==> src/drpke_pkg.sv <==
`timescale 1ns / 1ps
// ----------------------------------------------------------------------------
// drpke_pkg: shared constants and types
// Phase and header stage codes, DER tag values, result kinds.
// ----------------------------------------------------------------------------
package drpke_pkg;

    localparam int POS_BITS          = 16;
    localparam int MAX_MODULUS_BYTES = 512;

    localparam logic [POS_BITS-1:0] POS_MAX = {POS_BITS{1'b1}};

    localparam logic [4:0] P_START    = 5'd0;
    localparam logic [4:0] P_CERT     = 5'd1;
    localparam logic [4:0] P_TBS      = 5'd2;
    localparam logic [4:0] P_VERSION  = 5'd3;
    localparam logic [4:0] P_SERIAL   = 5'd4;
    localparam logic [4:0] P_SIGALG   = 5'd5;
    localparam logic [4:0] P_ISSUER   = 5'd6;
    localparam logic [4:0] P_VALIDITY = 5'd7;
    localparam logic [4:0] P_SUBJECT  = 5'd8;
    localparam logic [4:0] P_EXTRAS   = 5'd9;
    localparam logic [4:0] P_SPKI     = 5'd10;
    localparam logic [4:0] P_ALG      = 5'd11;
    localparam logic [4:0] P_BITS     = 5'd12;
    localparam logic [4:0] P_UNUSED   = 5'd13;
    localparam logic [4:0] P_INNER    = 5'd14;
    localparam logic [4:0] P_MOD      = 5'd15;
    localparam logic [4:0] P_EXP      = 5'd16;
    localparam logic [4:0] P_DONE     = 5'd17;

    localparam logic [2:0] S_TAG  = 3'd0;
    localparam logic [2:0] S_LEN  = 3'd1;
    localparam logic [2:0] S_EXT  = 3'd2;
    localparam logic [2:0] S_SKIP = 3'd3;
    localparam logic [2:0] S_INT  = 3'd4;

    localparam logic [7:0] TAG_SEQ  = 8'h30;
    localparam logic [7:0] TAG_INT  = 8'h02;
    localparam logic [7:0] TAG_BITS = 8'h03;
    localparam logic [7:0] TAG_CTX0 = 8'hA0;
    localparam logic [7:0] TAG_CTX1 = 8'hA1;
    localparam logic [7:0] TAG_CTX2 = 8'hA2;
    localparam logic [7:0] TAG_CTX3 = 8'hA3;

    localparam logic [1:0] KIND_MOD = 2'd0;
    localparam logic [1:0] KIND_EXP = 2'd1;
    localparam logic [1:0] KIND_ERR = 2'd2;

    typedef logic [POS_BITS-1:0] pos_t;

    function automatic logic [4:0] phase_after_skip(input logic [4:0] ph);
        logic [4:0] r;
        unique case (ph)
            P_VERSION:  r = P_SERIAL;
            P_SERIAL:   r = P_SIGALG;
            P_SIGALG:   r = P_ISSUER;
            P_ISSUER:   r = P_VALIDITY;
            P_VALIDITY: r = P_SUBJECT;
            P_ALG:      r = P_BITS;
            default:    r = P_EXTRAS;
        endcase
        return r;
    endfunction

endpackage

==> src/der_rsa_public_key_extractor_top.sv <==
`timescale 1ns / 1ps
// ----------------------------------------------------------------------------
// der_rsa_public_key_extractor_top: RSA public key extractor for DER streams
// Walks an X.509 certificate or a bare SubjectPublicKeyInfo and emits the
// modulus and exponent bytes, leading zeros stripped, or one error beat.
// ----------------------------------------------------------------------------
// Usage: one DER byte per input beat, s_frame_end on the last byte. The block
// takes one beat per cycle while s_ready is high; each byte updates the
// registered parser state and produces at most one result beat into an output
// register, so it sustains one byte per clock whenever m_ready is high. The output
// register is a single stage; s_ready is high when it is empty or being
// drained this cycle. The format bit from cfg_wdata is sampled on the first
// byte of each object and must only be written while the block is idle. An
// error gives a single beat with kind 2 and key_last set; bytes after it are
// swallowed until s_frame_end, which always returns the parser to the start.
// ----------------------------------------------------------------------------
module der_rsa_public_key_extractor_top (
    input  logic       aclk,
    input  logic       aresetn,
    input  logic       cfg_we,
    input  logic       cfg_wdata,
    input  logic       s_valid,
    output logic       s_ready,
    input  logic [7:0] s_data_byte,
    input  logic       s_frame_end,
    output logic       m_valid,
    input  logic       m_ready,
    output logic [1:0] m_result_kind,
    output logic [7:0] m_result_byte,
    output logic       m_key_last
);

    typedef drpke_pkg::pos_t pos_t;
    localparam int PB = drpke_pkg::POS_BITS;
    // extended position math: 33 bits, well over the 16-bit position range
    typedef logic [32:0] ext_t;

    logic       fmt_reg;
    logic [4:0] phase_reg, phase_next;
    logic [2:0] stage_reg, stage_next;
    logic       cert_reg, cert_next;
    pos_t       pos_reg, pos_next;
    pos_t       cend_reg, cend_next;
    pos_t       tend_reg, tend_next;
    pos_t       kend_reg, kend_next;
    pos_t       bend_reg, bend_next;
    pos_t       skip_reg, skip_next;
    logic [31:0] acc_reg, acc_next;
    logic [2:0] lbl_reg, lbl_next;
    pos_t       ileft_reg, ileft_next;
    logic       strip_reg, strip_next;
    logic       fail_reg, fail_next;

    logic       mv_reg;
    logic [1:0] kind_reg, kind_next;
    logic [7:0] ob_reg, ob_next;
    logic       last_reg, last_next;
    logic       emit;

    logic take;
    assign s_ready = !mv_reg || m_ready;
    assign take    = s_valid && s_ready;

    assign m_valid       = mv_reg;
    assign m_result_kind = kind_reg;
    assign m_result_byte = ob_reg;
    assign m_key_last    = last_reg;

    // per-byte parser step
    always_comb begin
        logic [7:0]  b;
        logic        ok;
        logic        inb;
        logic        hdr;
        logic [31:0] hlen;
        logic [4:0]  ph;
        ext_t        hend;
        logic        tag_ok;

        b          = s_data_byte;
        phase_next = phase_reg;
        stage_next = stage_reg;
        cert_next  = cert_reg;
        cend_next  = cend_reg;
        tend_next  = tend_reg;
        kend_next  = kend_reg;
        bend_next  = bend_reg;
        skip_next  = skip_reg;
        acc_next   = acc_reg;
        lbl_next   = lbl_reg;
        ileft_next = ileft_reg;
        strip_next = strip_reg;
        fail_next  = fail_reg;
        emit       = 1'b0;
        kind_next  = drpke_pkg::KIND_MOD;
        ob_next    = b;
        last_next  = 1'b0;
        ok         = 1'b1;
        hdr        = 1'b0;
        hlen       = '0;
        hend       = '0;
        tag_ok     = 1'b0;

        if (phase_reg == drpke_pkg::P_START) begin
            cert_next  = fmt_reg;
            phase_next = fmt_reg ? drpke_pkg::P_CERT : drpke_pkg::P_SPKI;
            stage_next = drpke_pkg::S_TAG;
        end

        ph = phase_next;
        // bounds rule for key headers; phase may move inside tag handling
        inb = 1'b1;

        if (!fail_reg && phase_next != drpke_pkg::P_DONE) begin
            if (ph == drpke_pkg::P_UNUSED) begin
                ok = pos_reg < kend_reg;
                phase_next = drpke_pkg::P_INNER;
                stage_next = drpke_pkg::S_TAG;
            end else begin
                case (stage_next)
                    drpke_pkg::S_TAG: begin
                        if (ph == drpke_pkg::P_VERSION) begin
                            if (pos_reg < tend_reg && b == drpke_pkg::TAG_CTX0)
                                tag_ok = 1'b1;
                            else
                                ph = drpke_pkg::P_SERIAL;
                        end
                        if (!tag_ok && ph == drpke_pkg::P_EXTRAS) begin
                            if (pos_reg < tend_reg && (b == drpke_pkg::TAG_CTX1 ||
                                b == drpke_pkg::TAG_CTX2 || b == drpke_pkg::TAG_CTX3))
                                tag_ok = 1'b1;
                            else
                                ph = drpke_pkg::P_SPKI;
                        end
                        if (tag_ok) begin
                            ok = 1'b1;
                        end else if (phase_next == drpke_pkg::P_EXTRAS &&
                                     pos_reg >= tend_reg) begin
                            ok = 1'b0;
                        end else begin
                            if (ph == drpke_pkg::P_SPKI || ph == drpke_pkg::P_ALG ||
                                ph == drpke_pkg::P_BITS || ph == drpke_pkg::P_MOD ||
                                ph == drpke_pkg::P_EXP)
                                inb = !cert_next || (pos_reg < tend_reg);
                            else if (ph == drpke_pkg::P_INNER)
                                inb = pos_reg < bend_reg;
                            case (ph)
                                drpke_pkg::P_CERT: ok = b == drpke_pkg::TAG_SEQ;
                                drpke_pkg::P_TBS:
                                    ok = pos_reg < cend_reg && b == drpke_pkg::TAG_SEQ;
                                drpke_pkg::P_SERIAL:
                                    ok = pos_reg < tend_reg && b == drpke_pkg::TAG_INT;
                                drpke_pkg::P_SIGALG, drpke_pkg::P_ISSUER,
                                drpke_pkg::P_VALIDITY, drpke_pkg::P_SUBJECT:
                                    ok = pos_reg < tend_reg && b == drpke_pkg::TAG_SEQ;
                                drpke_pkg::P_SPKI, drpke_pkg::P_ALG, drpke_pkg::P_INNER:
                                    ok = b == drpke_pkg::TAG_SEQ;
                                drpke_pkg::P_BITS:
                                    ok = pos_reg < kend_reg && b == drpke_pkg::TAG_BITS;
                                drpke_pkg::P_MOD, drpke_pkg::P_EXP:
                                    ok = b == drpke_pkg::TAG_INT;
                                default: ok = 1'b0;
                            endcase
                            ok = ok && inb;
                        end
                        phase_next = ph;
                        stage_next = drpke_pkg::S_LEN;
                    end
                    drpke_pkg::S_LEN, drpke_pkg::S_EXT: begin
                        if (ph == drpke_pkg::P_SPKI || ph == drpke_pkg::P_ALG ||
                            ph == drpke_pkg::P_BITS || ph == drpke_pkg::P_MOD ||
                            ph == drpke_pkg::P_EXP)
                            inb = !cert_next || (pos_reg < tend_reg);
                        else if (ph == drpke_pkg::P_INNER)
                            inb = pos_reg < bend_reg;
                        if (!inb) begin
                            ok = 1'b0;
                        end else if (stage_next == drpke_pkg::S_LEN) begin
                            if (!b[7]) begin
                                hdr  = 1'b1;
                                hlen = {24'd0, b};
                            end else begin
                                lbl_next = b[2:0];
                                acc_next = '0;
                                if (b[6:0] > 7'd4) ok = 1'b0;
                                else if (b[6:0] == 7'd0) hdr = 1'b1;
                                else stage_next = drpke_pkg::S_EXT;
                            end
                        end else begin
                            acc_next = {acc_reg[23:0], b};
                            lbl_next = lbl_reg - 3'd1;
                            if (lbl_next == 3'd0) begin
                                hdr  = 1'b1;
                                hlen = acc_next;
                            end
                        end
                    end
                    drpke_pkg::S_SKIP: begin
                        skip_next = skip_reg - pos_t'(1);
                        if (skip_next == '0) begin
                            phase_next = drpke_pkg::phase_after_skip(ph);
                            stage_next = drpke_pkg::S_TAG;
                        end
                    end
                    default: begin
                        if (strip_reg && b == 8'd0 && ileft_reg > pos_t'(1)) begin
                            ileft_next = ileft_reg - pos_t'(1);
                        end else if (strip_reg && 32'(ileft_reg) >
                                     32'(drpke_pkg::MAX_MODULUS_BYTES)) begin
                            ok = 1'b0;
                        end else begin
                            strip_next = 1'b0;
                            emit       = 1'b1;
                            kind_next  = (ph == drpke_pkg::P_MOD) ? drpke_pkg::KIND_MOD
                                                                  : drpke_pkg::KIND_EXP;
                            ileft_next = ileft_reg - pos_t'(1);
                            if (ileft_next == '0) begin
                                if (ph == drpke_pkg::P_MOD) begin
                                    phase_next = drpke_pkg::P_EXP;
                                    stage_next = drpke_pkg::S_TAG;
                                end else begin
                                    phase_next = drpke_pkg::P_DONE;
                                    last_next  = 1'b1;
                                end
                            end
                        end
                    end
                endcase

                if (hdr) begin
                    hend = ext_t'(pos_reg) + 33'd1 + ext_t'(hlen);
                    stage_next = drpke_pkg::S_TAG;
                    if (hend > ext_t'(drpke_pkg::POS_MAX)) begin
                        ok = 1'b0;
                    end else begin
                        case (ph)
                            drpke_pkg::P_CERT: begin
                                cend_next  = hend[PB-1:0];
                                phase_next = drpke_pkg::P_TBS;
                            end
                            drpke_pkg::P_TBS: begin
                                tend_next  = hend[PB-1:0];
                                phase_next = drpke_pkg::P_VERSION;
                            end
                            drpke_pkg::P_SPKI: begin
                                if (hlen < 32'd2) ok = 1'b0;
                                kend_next  = hend[PB-1:0];
                                phase_next = drpke_pkg::P_ALG;
                            end
                            drpke_pkg::P_BITS: begin
                                bend_next  = hend[PB-1:0];
                                phase_next = drpke_pkg::P_UNUSED;
                            end
                            drpke_pkg::P_INNER: phase_next = drpke_pkg::P_MOD;
                            drpke_pkg::P_MOD, drpke_pkg::P_EXP: begin
                                if (hlen == 32'd0) ok = 1'b0;
                                ileft_next = hlen[PB-1:0];
                                strip_next = 1'b1;
                                stage_next = drpke_pkg::S_INT;
                            end
                            default: begin
                                if (hlen == 32'd0) begin
                                    phase_next = drpke_pkg::phase_after_skip(ph);
                                end else begin
                                    skip_next  = hlen[PB-1:0];
                                    stage_next = drpke_pkg::S_SKIP;
                                end
                            end
                        endcase
                    end
                end
            end
            if (!ok) begin
                fail_next = 1'b1;
                emit      = 1'b1;
                kind_next = drpke_pkg::KIND_ERR;
            end
        end

        // early frame end
        if (s_frame_end && kind_next != drpke_pkg::KIND_ERR && !fail_next &&
            phase_next != drpke_pkg::P_DONE) begin
            fail_next = 1'b1;
            emit      = 1'b1;
            kind_next = drpke_pkg::KIND_ERR;
        end
        if (emit && kind_next == drpke_pkg::KIND_ERR) begin
            ob_next   = 8'd0;
            last_next = 1'b1;
        end

        pos_next = (pos_reg < drpke_pkg::POS_MAX) ? pos_reg + pos_t'(1) : pos_reg;

        if (s_frame_end) begin
            phase_next = drpke_pkg::P_START;
            stage_next = drpke_pkg::S_TAG;
            cert_next  = 1'b0;
            pos_next   = '0;
            cend_next  = '0;
            tend_next  = '0;
            kend_next  = '0;
            bend_next  = '0;
            skip_next  = '0;
            acc_next   = '0;
            lbl_next   = '0;
            ileft_next = '0;
            strip_next = 1'b0;
            fail_next  = 1'b0;
        end
    end

    always_ff @(posedge aclk) begin
        if (!aresetn) begin
            fmt_reg   <= 1'b0;
            phase_reg <= drpke_pkg::P_START;
            stage_reg <= drpke_pkg::S_TAG;
            cert_reg  <= 1'b0;
            pos_reg   <= '0;
            cend_reg  <= '0;
            tend_reg  <= '0;
            kend_reg  <= '0;
            bend_reg  <= '0;
            skip_reg  <= '0;
            acc_reg   <= '0;
            lbl_reg   <= '0;
            ileft_reg <= '0;
            strip_reg <= 1'b0;
            fail_reg  <= 1'b0;
            mv_reg    <= 1'b0;
        end else begin
            if (cfg_we) fmt_reg <= cfg_wdata;
            if (take) begin
                phase_reg <= phase_next;
                stage_reg <= stage_next;
                cert_reg  <= cert_next;
                pos_reg   <= pos_next;
                cend_reg  <= cend_next;
                tend_reg  <= tend_next;
                kend_reg  <= kend_next;
                bend_reg  <= bend_next;
                skip_reg  <= skip_next;
                acc_reg   <= acc_next;
                lbl_reg   <= lbl_next;
                ileft_reg <= ileft_next;
                strip_reg <= strip_next;
                fail_reg  <= fail_next;
            end
            if (take) mv_reg <= emit;
            else if (m_ready) mv_reg <= 1'b0;
        end
    end

    // result payload
    always_ff @(posedge aclk) begin
        if (take && emit) begin
            kind_reg <= kind_next;
            ob_reg   <= ob_next;
            last_reg <= last_next;
        end
    end

endmodule

==> config.mk <==
export PLATFORM = sky130hd
export DESIGN_NAME = der_rsa_public_key_extractor_top
export DESIGN_NICKNAME = d
export VERILOG_FILES = /design/src/drpke_pkg.sv /design/src/der_rsa_public_key_extractor_top.sv
export SDC_FILE = /design/constraint.sdc
export NUM_CORES = 1
export LEC_CHECK = 0
export ABC_CLOCK_PERIOD_IN_PS = 7100
export BUFFER_PORTS_ARGS = -buffer_cell sky130_fd_sc_hd__buf_4
export CORE_AREA = 4 4 181 183
export DETAILED_ROUTE_END_ITERATION = 12
export DIE_AREA = 0 0 185 187
export PLACE_DENSITY_LB_ADDON = 0.05
export SYNTH_ARGS = -nofsm -noshare
export SYNTH_HDL_FRONTEND = slang
export SYNTH_SLANG_ARGS = --single-unit
==> constraint.sdc <==
create_clock -name aclk -period 7.1 [get_ports aclk]
set_input_delay 0.71 -clock aclk [delete_from_list [all_inputs] [get_ports aclk]]
set_output_delay 0.71 -clock aclk [all_outputs]
set_load 0.05 [all_outputs]
---- After elaboration in Yosys (flattened, before gate mapping) ----
Cells that the tools add are included.
storage, ports and cells
  output and inout port bits .............. 13
  memories kept ........................... 0
  bits in read-only memories .............. 0
  bits of input ports ..................... 15
  latch bits .............................. 0
  RAM bits ................................ 0
  flip-flop bits (word level) ............. 163
  logic and storage cells ................. 366
cells by class
  order comparisons ....................... 11
  reductions and logical operators ........ 69
  equal/unequal tests ..................... 57
  divide/modulo/power cells ............... 0
  bitwise gates (word level) .............. 0
  $mul .................................... 0
  add/sub/neg operators ................... 6
  mux-type cells .......................... 204
  shift operators ......................... 0
operator list
  kind                                                                    number
  16-bit 2-to-1 mux                                                       43
  32-bit 2-to-1 mux                                                       6
  24-bit 2-to-1 mux                                                       7
  5-bit 2-to-1 mux                                                        24
  5-bit by 4-bit == test with 1-bit output, second input constant         19
  1-bit 2-to-1 mux                                                        86
  3-bit 2-to-1 mux                                                        23
  16-bit < comparator                                                     4
  5-bit by 3-bit == test with 1-bit output, second input constant         12
  4-bit case mux with 6 select lines                                      2
  17-bit by 32-bit adder with 33-bit output                               1
  33-bit by 16-bit > comparator with 1-bit output, second input constant  1
  8-bit == test, second input constant                                    4
  16-bit logical NOT                                                      2
  32-bit logical NOT                                                      1
  32-bit by 2-bit < comparator with 1-bit output, second input constant   1
  16-bit by 1-bit subtractor with 16-bit output, second input constant    2
  5-bit case mux with 6 select lines                                      1
  6-bit AND reduction                                                     5
  5-bit by 2-bit == test with 1-bit output, second input constant         4
  2-bit nonzero test                                                      10
  1-bit logical AND                                                       19
  16-bit by 1-bit adder with 17-bit output, second input constant         1
  16-bit by 1-bit adder with 16-bit output, second input constant         1
  other kinds (37)                                                        68

---- Longest topological paths before layout ----
Gate-level depths: netlist of the first run.
  depth after elaboration ................. 43
  gate-level depth with buffers ........... 30
  depth with buffers taken out ............ 26

---- Worst setup path before layout of the first run ----
No wires, ideal clock.
  path type ............................... register -> register
  start point ............................. register pos_reg[9]
  end point ............................... register last_reg, in the netlist m_key_last, enable pin
  path slack .............................. 0.188 ns
  stages on the path, launching flop included .. 29
  arrival ................................. 6.530 ns
  setup time .............................. 0.382 ns
  period minus slack after synthesis ...... 6.912 ns
  data required time ...................... 6.718 ns
  buffers on the path ..................... 4
  path through ............................ dfxtp_1 -> ha_1 -> a21o_1 -> a21o_1 -> a2111oi_0 -> a21oi_1 -> o211ai_1 -> clkbuf_1 -> clkbuf_1 -> nand3_1 -> nor2_1 -> nand2_1 -> inv_1 -> ha_1 -> a21oi_1 -> nor2_1 -> o31a_1 -> nor2_1 -> clkbuf_1 -> o22a_1 -> a31oi_1 -> o22a_1 -> nor4_2 -> o211ai_1 -> a31o_1 -> a31oi_1 -> o41ai_4 -> buf_6 -> a21oi_1
on the way
  word-level cells in the longest chain between the ends .. 42
  elaborated cells on any way between the ends .. 138
  classes of those cells .................. 2 x add/sub; 7 x order compare; 29 x eq/ne; 75 x mux; 25 x reduce/logical
RTL lines
  element                                                                       RTL line                                 source
  start, declared                                                               der_rsa_public_key_extractor_top.sv:42   pos_t pos_reg, pos_next;
  start signal, assigned                                                        der_rsa_public_key_extractor_top.sv:336  pos_reg <= pos_next;
  parallel branches: the longest is 40 deep, another holds 16-bit < comparator  -
  1-bit 2-to-1 mux *                                                            der_rsa_public_key_extractor_top.sv:281  if (s_frame_end && kind_next != drpke_pkg::KIND_ERR && !fail_next &&
  1-bit logical AND *                                                           der_rsa_public_key_extractor_top.sv:355  if (take && emit) begin
  end signal, assigned                                                          der_rsa_public_key_extractor_top.sv:358  last_reg <= last_next;
  end, declared                                                                 der_rsa_public_key_extractor_top.sv:57   logic last_reg, last_next;
Every way passes the cells marked *. The select of a mux whose other input is x is not followed.
A chain may end at the register's enable or synchronous reset.

---- Worst setup path in the final report of the first run ----
  start point ............................. register pos_reg[11]
  end point ............................... register kind_reg[0], in the netlist m_result_kind[0], data pin
on the way
  word-level cells in the longest chain between the ends .. 41
  elaborated cells on any way between the ends .. 135
  classes of those cells .................. 2 x add/sub; 7 x order compare; 29 x eq/ne; 73 x mux; 24 x reduce/logical
RTL lines
  element                                                                       RTL line                                 source
  parallel branches: the longest is 40 deep, another holds 16-bit < comparator  -
  2-bit 2-to-1 mux *                                                            der_rsa_public_key_extractor_top.sv:281
  via kind_next[0]                                                              der_rsa_public_key_extractor_top.sv:55   logic [1:0] kind_reg, kind_next;
  end signal, assigned                                                          der_rsa_public_key_extractor_top.sv:356  kind_reg <= kind_next;
  end, declared                                                                 der_rsa_public_key_extractor_top.sv:55
Mark *: on every way through the listed nets, which the timed path passes. The select of a mux whose other input is x is not followed.

==> results of run 1 <==
-- timing repair --
action                                  in CTS  in global routing
setup buffers                                0                  1
hold endpoints to repair                     0                  0
endpoints found under the setup margin       0                 25
resized for setup                            0                  4
-- metrics by stage --
stage          worst slack (ns)  power, mW  hold WS [ns]
4_1_cts                   0.207       2.21         0.507
3_5_place_dp              0.266       1.25         0.497
2_1_floorplan             0.188       1.14         0.467
5_1_grt                 -0.0507       2.28         0.542
6_report                  0.336       2.19         0.514
3_3_place_gp              0.428       1.25         0.495
-- critical path: stages (launching register included) --
cell and delay (ns):
dfxtp_1 0.33, buf_4 0.18, ha_1 0.30, nand4_1 0.16, nor4_2 0.43, a221oi_1 0.14
nand3_1 0.17, nand2_1 0.11, buf_4 0.21, nand2_1 0.12, nor2_1 0.09, nand2_1 0.21
inv_1 0.14, ha_1 0.39, and3_1 0.24, a221oi_1 0.12, and3_1 0.22, a2111o_1 0.48
or3_1 0.32, a21oi_1 0.16, a2111oi_0 0.08, and4_1 0.29, o211ai_1 0.52, o21ai_0 0.17
o211a_2 0.18, o41ai_4 0.40, buf_4 0.23, o221a_1 0.20
-- cells by family after synthesis --
| family | after synthesis | synth area share |
|---|---|---|
| compound gates | 389 | 0.215 |
| xor+xnor | 51 | 0.0363 |
| fa+ha+maj | 86 | 0.0882 |
| buf+inv | 180 | 0.0582 |
| flops | 163 | 0.274 |
| mux | 72 | 0.0586 |
| simple gates | 627 | 0.269 |
-- worst paths after layout --
| path | startpoint | endpoint | slack (ns) |
|---|---|---|---|
| setup / recovery | pos_reg[11] | m_result_kind[0] | 0.34 |
| setup reg to reg | pos_reg[11] | m_result_kind[0] | 0.34 |
| hold reg to reg | lbl_reg[2] | lbl_reg[2] | 0.51 |
| hold / removal | lbl_reg[2] | lbl_reg[2] | 0.51 |
-- layout by cell type (no fill, tap or decap), types with 71 or more instances in the layout --
master | Yosys | routed
dfxtp_1 | 152 | 152
nand2_1 | 130 | 130
nor2_1 | 128 | 127
nor2b_1 | 122 | 122
inv_1 | 98 | 98
buf_4 | 4 | 94
ha_1 | 85 | 85
a21oi_1 | 81 | 81
mux2i_1 | 72 | 72
o21ai_0 | 72 | 71
-- metal layers --
layer	GRT usage	vias to the layer above	wire length, um
li1	-	5702	-
met1	0.384	5646	22000
met2	0.366	312	18400
met3	0.0368	50	1940
met4	0.0644	0	921
met5	0	-	0
-- final cells by class --
class                   count  area share
well taps                 402      0.0364
clock buffers              18      0.0318
inverters                  98      0.0267
flip-flops and latches    163       0.244
multi-input cells        1225       0.597
repair buffers             95      0.0526
clock inverters            14      0.0110
-- where the power goes --
group          total [mW]  internal [mW]  switching, mW
Combinational       0.286         0.0956          0.190
Clock               0.960          0.531          0.429
Sequential          0.948          0.936         0.0117
Total                2.19           1.56          0.631
==> impl_metrics.env, run 1 <==
export IMPL_outcome="complete, no violations"
export IMPL_insertion_delay_ns=0.46
export IMPL_avgSynthCellArea_sq_um=7.84
export IMPL_timing_final_hold_violations=0
export IMPL_wl_per_cell_um=21.5
export IMPL_leakagePower_nw=5.19
export IMPL_layout_nets=1701
export IMPL_setup_violations=0
export IMPL_synth_cell_types=92
export IMPL_drive_gt1_frac=0.104
export IMPL_yosysSeqAreaShare=0.274
export IMPL_die_w_um=185
export IMPL_drt_iter0_markers=1010
export IMPL_finalMaxSlewViolations=0
export IMPL_core_area_sq_um=31200
export IMPL_clock_sinks=163
export IMPL_worstPathArrival_ns=7.09
export IMPL_max_slew_margin=0.404
export IMPL_rows=65
export IMPL_antenna_cells=0
export IMPL_worstPathMaxFanout=12
export IMPL_grt_max_degree=73
export IMPL_min_period_ns=6.76
export IMPL_start_kind="flop"
export IMPL_grt_pass1_vias=11100
export IMPL_drc_errors=0
export IMPL_fin_area_sq_um=13800
export IMPL_via_count=11700
export IMPL_period_share=0.953
export IMPL_regArea_sq_um=3370
export IMPL_start_util=0.394
export IMPL_grt_pass1_wl_um=67800
export IMPL_fin_util=0.442
export IMPL_placed_area_sq_um=13200
export IMPL_antenna_found_initial=0
export IMPL_hold_path_depth=2
export IMPL_drtPass1Iterations=5
export IMPL_yosysTopAreaCellShare=0.248
export IMPL_cts_hold_buf=0
export IMPL_crit_path_end_kind="flop"
export IMPL_cts_buffer_depth=2
export IMPL_grt_usage=0.251
export IMPL_tightest_slew_ns=0.889
export IMPL_largest_reg_flops=24
export IMPL_async_flop_share=0
export IMPL_synth_area_top_cells="dfxtp_1, ha_1, nor2b_1, mux2i_1, nand2_1"
export IMPL_cts_root_buf="clkbuf_16"
export IMPL_grt_overflow=0
export IMPL_port_buffers=27
export IMPL_drt_total_wl_um=43300
export IMPL_cts_tree="built"
export IMPL_path_class="flop to flop"
export IMPL_rr_worst_depth=27
export IMPL_vias_per_cell=5.81
export IMPL_cts_buffers=17
export IMPL_routabilityCongestion=0.955
export IMPL_synth_most_common_cell="dfxtp_1"
export IMPL_ys_ff_latch=163
export IMPL_synth_area_sq_um=12300
export IMPL_syn_to_final_growth_pct=12.3
export IMPL_synth_warnings=0
export IMPL_dieHeight_um=187
export IMPL_synth_common_cells="dfxtp_1, nand2_1, nor2_1"
export IMPL_clock_skew_ns=0.0124
export IMPL_syn_num_nets=1669
export IMPL_tns_ns=0
export IMPL_num_io_pins=28
export IMPL_clk_pin_slew_ns=0.07
export IMPL_synth_edff_count=11
export IMPL_syn_inst=1568
export IMPL_powerDensity_nw_per_um2=159
export IMPL_peakVddDrop_mv=0.176
export IMPL_hp_class="flop to flop"
export IMPL_die_area_sq_um=34600
export IMPL_hpwl_um=32600
export IMPL_cp_required_ns=7.42
export IMPL_cap_violations=0
export IMPL_htreeDepth=4
export IMPL_multiInputGateArea_sq_um=8240
export IMPL_final_cells=2015
export IMPL_post_place_cells=1982
export IMPL_post_synth_top_area_cell="dfxtp_1"
export IMPL_ant_nets=0
export IMPL_ys_flop_type="dfxtp_1"
export IMPL_fill_cells=3240
export IMPL_fmax_mhz=148
(Power assumes the default switching activity.)
==> run 2, diff against run 1 <==
--- a/config.mk
+++ b/config.mk
@@ -8,8 +8,10 @@
 export ABC_CLOCK_PERIOD_IN_PS = 7100
 export BUFFER_PORTS_ARGS = -buffer_cell sky130_fd_sc_hd__buf_4
 export CORE_AREA = 4 4 181 183
+export CTS_BUF_LIST = sky130_fd_sc_hd__clkbuf_4 sky130_fd_sc_hd__clkbuf_8
 export DETAILED_ROUTE_END_ITERATION = 12
 export DIE_AREA = 0 0 185 187
+export GPL_TIMING_DRIVEN = 0
 export PLACE_DENSITY_LB_ADDON = 0.05
 export SYNTH_ARGS = -nofsm -noshare
 export SYNTH_HDL_FRONTEND = slang
==> run 2 against run 1 <==
  * Clock-buffer cell count grew 1
  * Maximum frequency shrank 2.3%
  * Utilization grew 0.36 points
  * Cell count grew 1.8%
  * Non-clock buffer count grew 35
  * Sequential share of layout area is essentially flat
  * Critical path depth grew 4
  * First-iteration DRC count grew 13%
  * Largest cell class unchanged
==> impl_metrics.env, run 2 (synthesis gave the netlist of run 1 again) <==
export IMPL_port_buffers=24
export IMPL_period_share=0.976
export IMPL_drive_gt1_frac=0.110
export IMPL_insertion_delay_ns=0.51
export IMPL_die_area_sq_um=34600
export IMPL_clock_skew_ns=0.0293
export IMPL_layout_nets=1736
export IMPL_start_kind="flop"
export IMPL_crit_start="pos_reg[9]"
export IMPL_drt_iter0_markers=1144
export IMPL_wl_per_cell_um=22.1
export IMPL_cts_buffer_depth=2
export IMPL_fill_cells=3253
export IMPL_hold_path_depth=3
export IMPL_grt_pass1_vias=11200
export IMPL_core_area_sq_um=31200
export IMPL_grt_pass1_wl_um=69500
export IMPL_largest_reg_flops=24
export IMPL_htreeDepth=4
export IMPL_drc_errors=0
export IMPL_path_class="flop to flop"
export IMPL_cts_buffers=17
export IMPL_whs_ns=0.478
export IMPL_clock_sinks=163
export IMPL_timing_final_hold_violations=0
export IMPL_cts_hold_buf=0
export IMPL_cp_endpoint="m_result_byte[6]"
export IMPL_tightest_slew_ns=1.20
export IMPL_clk_pin_slew_ns=0.09
export IMPL_cts_root_buf="clkbuf_8"
export IMPL_max_slew_margin=0.180
export IMPL_leakagePower_nw=5.09
export IMPL_hpwl_um=34300
export IMPL_die_w_um=185
export IMPL_layout_commonest_cell="dfxtp_1"
export IMPL_place_ws_ns=-2.53
export IMPL_critPathSlowestCell="a2111o_1"
export IMPL_worstPathArrival_ns=7.18
export IMPL_hp_class="input port to flop"
export IMPL_min_delay_start="cfg_wdata"
export IMPL_rr_startpoint="pos_reg[9]"
export IMPL_finalMaxSlewViolations=0
export IMPL_worstPathMaxFanout=11
export IMPL_drt_total_wl_um=45300
export IMPL_cts_tree="built"
export IMPL_setup_violations=0
export IMPL_drtPass1Iterations=6
export IMPL_routabilityCongestion=0.937
export IMPL_peakVddDrop_mv=0.118
export IMPL_multiInputGateArea_sq_um=8480
export IMPL_r2r_end="m_result_byte[6]"
export IMPL_cp_slowest_stage_delay_ns=0.47
export IMPL_dieHeight_um=187
export IMPL_min_period_ns=6.93
export IMPL_rows=65
export IMPL_crit_path_end_kind="flop"
export IMPL_regArea_sq_um=3400
export IMPL_final_cell_mix="dfxtp_1, nor2_1, nand2_1"
export IMPL_num_io_pins=28
export IMPL_ant_nets=0
export IMPL_setup_slack_ns=0.174
export IMPL_start_util=0.394
export IMPL_rr_worst_depth=31
export IMPL_outcome="complete, no violations"
export IMPL_cap_violations=0
export IMPL_grt_max_degree=17
export IMPL_grt_overflow=0
export IMPL_grt_usage=0.260
export IMPL_fmax_mhz=144
export IMPL_r2r_slack_ns=0.17
export IMPL_via_count=12000
export IMPL_antenna_found_initial=0
export IMPL_vias_per_cell=5.84
export IMPL_cp_required_ns=7.35
export IMPL_powerDensity_nw_per_um2=143
export IMPL_syn_to_final_growth_pct=13.2
-- run 2: worst min-delay path by stage --
stage / end / slack, ns
finish: fmt_reg / 0.48
global route: fmt_reg / 0.49
CTS: fmt_reg / 0.44
detailed placement: acc_reg[3] / 0.50
global placement: acc_reg[3] / 0.49
floorplan: acc_reg[3] / 0.47
-- run 2: area by class of cell --
cell class,instances,area share
clock buffers,19,0.0183
clock inverters,13,0.0106
well taps,402,0.0362
repair buffers,49,0.0276
inverters,98,0.0264
plain buffers,81,0.0264
multi-input cells,1225,0.610
flip-flops and latches,163,0.244
diodes,2,0.000360
-- run 2: metrics by stage --
step           cell area [sq um]  power, mW  instances  utilization  setup TNS, ns
3_5_place_dp               13000       1.25       1994        0.415        -221.85
5_1_grt                    13900       2.07       2050        0.445         -0.885
2_1_floorplan              12300       1.14       1568            -              0
6_report                   13900       1.99       2052        0.445              0
4_1_cts                    13700       2.00       2039        0.438              0
3_3_place_gp               13000       1.25       1994        0.415        -230.33
-- run 2: critical path: cells and delay by family, from the launching register on --
family,cells,cell delay [ns]
compound gates,14,2.99
xor+xnor,1,0.21
fa+ha+maj,2,0.53
buf+inv,8,1.39
flops,1,0.39
simple gates,6,1.15
-- run 2: report_power, final --
group / internal, mW / total [mW] / switching, mW / leakage, nW
logic: 0.0954 / 0.308 / 0.213 / 3.55
clock network: 0.332 / 0.738 / 0.406 / 0.195
registers: 0.934 / 0.943 / 0.00909 / 1.34
total: 1.36 / 1.99 / 0.628 / 5.09
-- run 2: layer usage --
| metal | vias to the layer above | track usage | routed length, um |
|---|---|---|---|
| met5 | - | 0 | 0 |
| met4 | 0 | 0.0788 | 1370 |
| met3 | 72 | 0.0480 | 3010 |
| met2 | 436 | 0.382 | 19200 |
| met1 | 5689 | 0.384 | 21700 |
| li1 | 5781 | - | - |
-- run 2: timing repair --
item	CTS	global route
gates resized for setup	53	41
endpoints found under the setup margin	129	118
pin swaps	12	16
buffers inserted	13	12
==> run 3, diff against run 2 <==
--- a/config.mk
+++ b/config.mk
@@ -7,10 +7,10 @@
 export LEC_CHECK = 0
 export ABC_CLOCK_PERIOD_IN_PS = 7100
 export BUFFER_PORTS_ARGS = -buffer_cell sky130_fd_sc_hd__buf_4
-export CORE_AREA = 4 4 181 183
+export CORE_AREA = 4 4 167 169
 export CTS_BUF_LIST = sky130_fd_sc_hd__clkbuf_4 sky130_fd_sc_hd__clkbuf_8
 export DETAILED_ROUTE_END_ITERATION = 12
-export DIE_AREA = 0 0 185 187
+export DIE_AREA = 0 0 171 173
 export GPL_TIMING_DRIVEN = 0
 export PLACE_DENSITY_LB_ADDON = 0.05
 export SYNTH_ARGS = -nofsm -noshare
==> constraint.sdc (replaced) <==
create_clock -name aclk -period 7.1 [get_ports aclk]
set_input_delay 1.42 -clock aclk [delete_from_list [all_inputs] [get_ports aclk]]
set_output_delay 1.42 -clock aclk [all_outputs]
set_load 0.05 [all_outputs]
==> run 3 against run 2 <==
  * Sequential share of layout area is 0.17 points higher
  * Cell count down 3.3%
  * Worst setup slack improved by 0.038 ns
  * Critical endpoint is now m_result_byte[2]
  * Clock skew down 0.0010 ns
  * Critical path depth up 1
==> impl_metrics.env, run 3 (synthesis gave the netlist of run 1 again) <==
export IMPL_wl_per_cell_um=21.9
export IMPL_drt_iter0_markers=1161
export IMPL_r2r_slack_ns=0.21
export IMPL_min_delay_start="acc_reg[0]"
export IMPL_antenna_found_initial=0
export IMPL_routabilityCongestion=0.959
export IMPL_fin_util=0.519
export IMPL_placed_area_sq_um=12900
export IMPL_via_count=12000
export IMPL_cts_buffer_depth=2
export IMPL_start_util=0.462
export IMPL_grt_usage=0.290
export IMPL_rr_worst_depth=32
export IMPL_grt_pass1_vias=11200
export IMPL_grt_overflow=0
export IMPL_drive_gt1_frac=0.108
export IMPL_layout_nets=1731
export IMPL_hold_path_depth=2
export IMPL_outcome="complete, no violations"
export IMPL_worstPathArrival_ns=7.10
export IMPL_setup_violations=0
export IMPL_tightest_slew_ns=1.11
export IMPL_crit_path_end_kind="flop"
export IMPL_period_share=0.970
export IMPL_fmax_mhz=145
export IMPL_p_sw_mw=0.691
export IMPL_clock_sinks=163
export IMPL_largest_reg_flops=24
export IMPL_timing_final_hold_violations=0
export IMPL_rr_startpoint="pos_reg[11]"
export IMPL_drc_errors=0
export IMPL_final_cell_mix="dfxtp_1, nand2_1, nor2b_1, nor2_1, inv_1"
export IMPL_finalMaxSlewViolations=0
export IMPL_final_cells=1984
export IMPL_p_int_mw=1.31
export IMPL_rows=60
export IMPL_drtPass1Iterations=7
export IMPL_powerDensity_nw_per_um2=145
export IMPL_r2r_end="m_result_byte[2]"
export IMPL_die_w_um=171
export IMPL_post_place_cells=1933
export IMPL_dieHeight_um=173
export IMPL_syn_to_final_growth_pct=12.3
export IMPL_comb_power_share=0.151
export IMPL_p_sw_frac=0.346
export IMPL_antenna_cells=0
export IMPL_peakVddDrop_mv=0.127
export IMPL_insertion_delay_ns=0.51
export IMPL_ant_nets=0
export IMPL_port_buffers=24
export IMPL_clk_pin_slew_ns=0.11
export IMPL_cts_tree="built"
export IMPL_cts_buffers=17
export IMPL_leakagePower_nw=5.05
export IMPL_min_period_ns=6.89
export IMPL_fin_area_sq_um=13800
export IMPL_hp_class="flop to flop"
export IMPL_cp_slowest_stage_delay_ns=0.45
export IMPL_layout_commonest_cell="dfxtp_1"
export IMPL_num_io_pins=28
export IMPL_drt_total_wl_um=43500
export IMPL_htreeDepth=4
export IMPL_cap_violations=0
export IMPL_worstPathMaxFanout=11
export IMPL_grt_pass1_wl_um=67300
export IMPL_path_class="flop to flop"
export IMPL_tns_ns=0
export IMPL_die_area_sq_um=29600
export IMPL_hpwl_um=32900
export IMPL_critPathSlowestCell="a2111o_1"
export IMPL_cts_root_buf="clkbuf_8"
export IMPL_holdPathEnd="acc_reg[0]"
export IMPL_vias_per_cell=6.06
export IMPL_max_slew_margin=0.240
export IMPL_pwr_share_clk=0.377
export IMPL_core_area_sq_um=26600
export IMPL_grt_max_degree=21
export IMPL_cp_required_ns=7.31
export IMPL_seqPwrFrac=0.473
export IMPL_cp_common_cell="buf_4"
export IMPL_start_kind="flop"
export IMPL_clock_skew_ns=0.0283
run 3: cell types whose count changed in the layout (fill, tap and decap cells not counted), sizes merged:
cell and delta:
diode -2, inv +1, clkinv +6, bufinv -2, buf -4, clkbuf -3
clkinvlp -3
run 3: critical path: cells and delay by family (launching register included):
kind,cells,cell delay (ns)
simple gates,6,1.11
buf+inv,9,1.49
compound gates,15,3.06
flops,1,0.42
fa+ha+maj,2,0.50
run 3: power by group through the flow:
stage | combinational, mW | clock (mW) | sequential, mW
floorplan | 0.163 | 0 | 0.981
global placement | 0.278 | 0 | 0.966
detailed placement | 0.276 | 0 | 0.966
CTS | 0.291 | 0.767 | 0.945
global route | 0.318 | 0.799 | 0.946
finish | 0.301 | 0.753 | 0.944
run 3: cell type report:
class                   count  area, sq um
fillers                  2656        12800
multi-input cells        1225         8440
flip-flops and latches    163         3400
well taps                 341          427
repair buffers             44          380
inverters                  98          368
plain buffers              81          360
clock buffers              17          234
clock inverters            15          200
run 3: how the worst max path moves through the flow:
stage | from | to | slack [ns] | cells after the start
CTS | pos_reg[9] | m_result_byte[5] | 0.003 | 30
global route | pos_reg[11] | m_result_byte[4] | -0.04 | 31
global placement | pos_reg[9] | m_result_byte[3] | -2.81 | 27
finish | pos_reg[11] | m_result_byte[2] | 0.21 | 32
floorplan | pos_reg[9] | m_key_last | 0.19 | 28
detailed placement | pos_reg[9] | m_result_byte[3] | -2.83 | 27
run 3: through the flow:
stage               power (mW)  setup WS, ns  hold slack [ns]
floorplan                 1.14         0.188            0.467
global placement          1.24         -2.81            0.493
detailed placement        1.24         -2.83            0.502
CTS                       2.00       0.00278            0.520
global route              2.06       -0.0375            0.544
finish                    2.00         0.211            0.525
run 3: timing repair:
item	CTS	global route
cloned	0	0
setup endpoints to repair	129	115
hold buffers	0	0
resized for setup	43	42
pin swaps	11	13
setup buffers	14	6
run 3: routing by layer:
metal  track usage  part of all wire
met5             0                 0
met3        0.0530             0.071
met2         0.443              0.44
met1         0.418              0.46
met4        0.0792             0.027
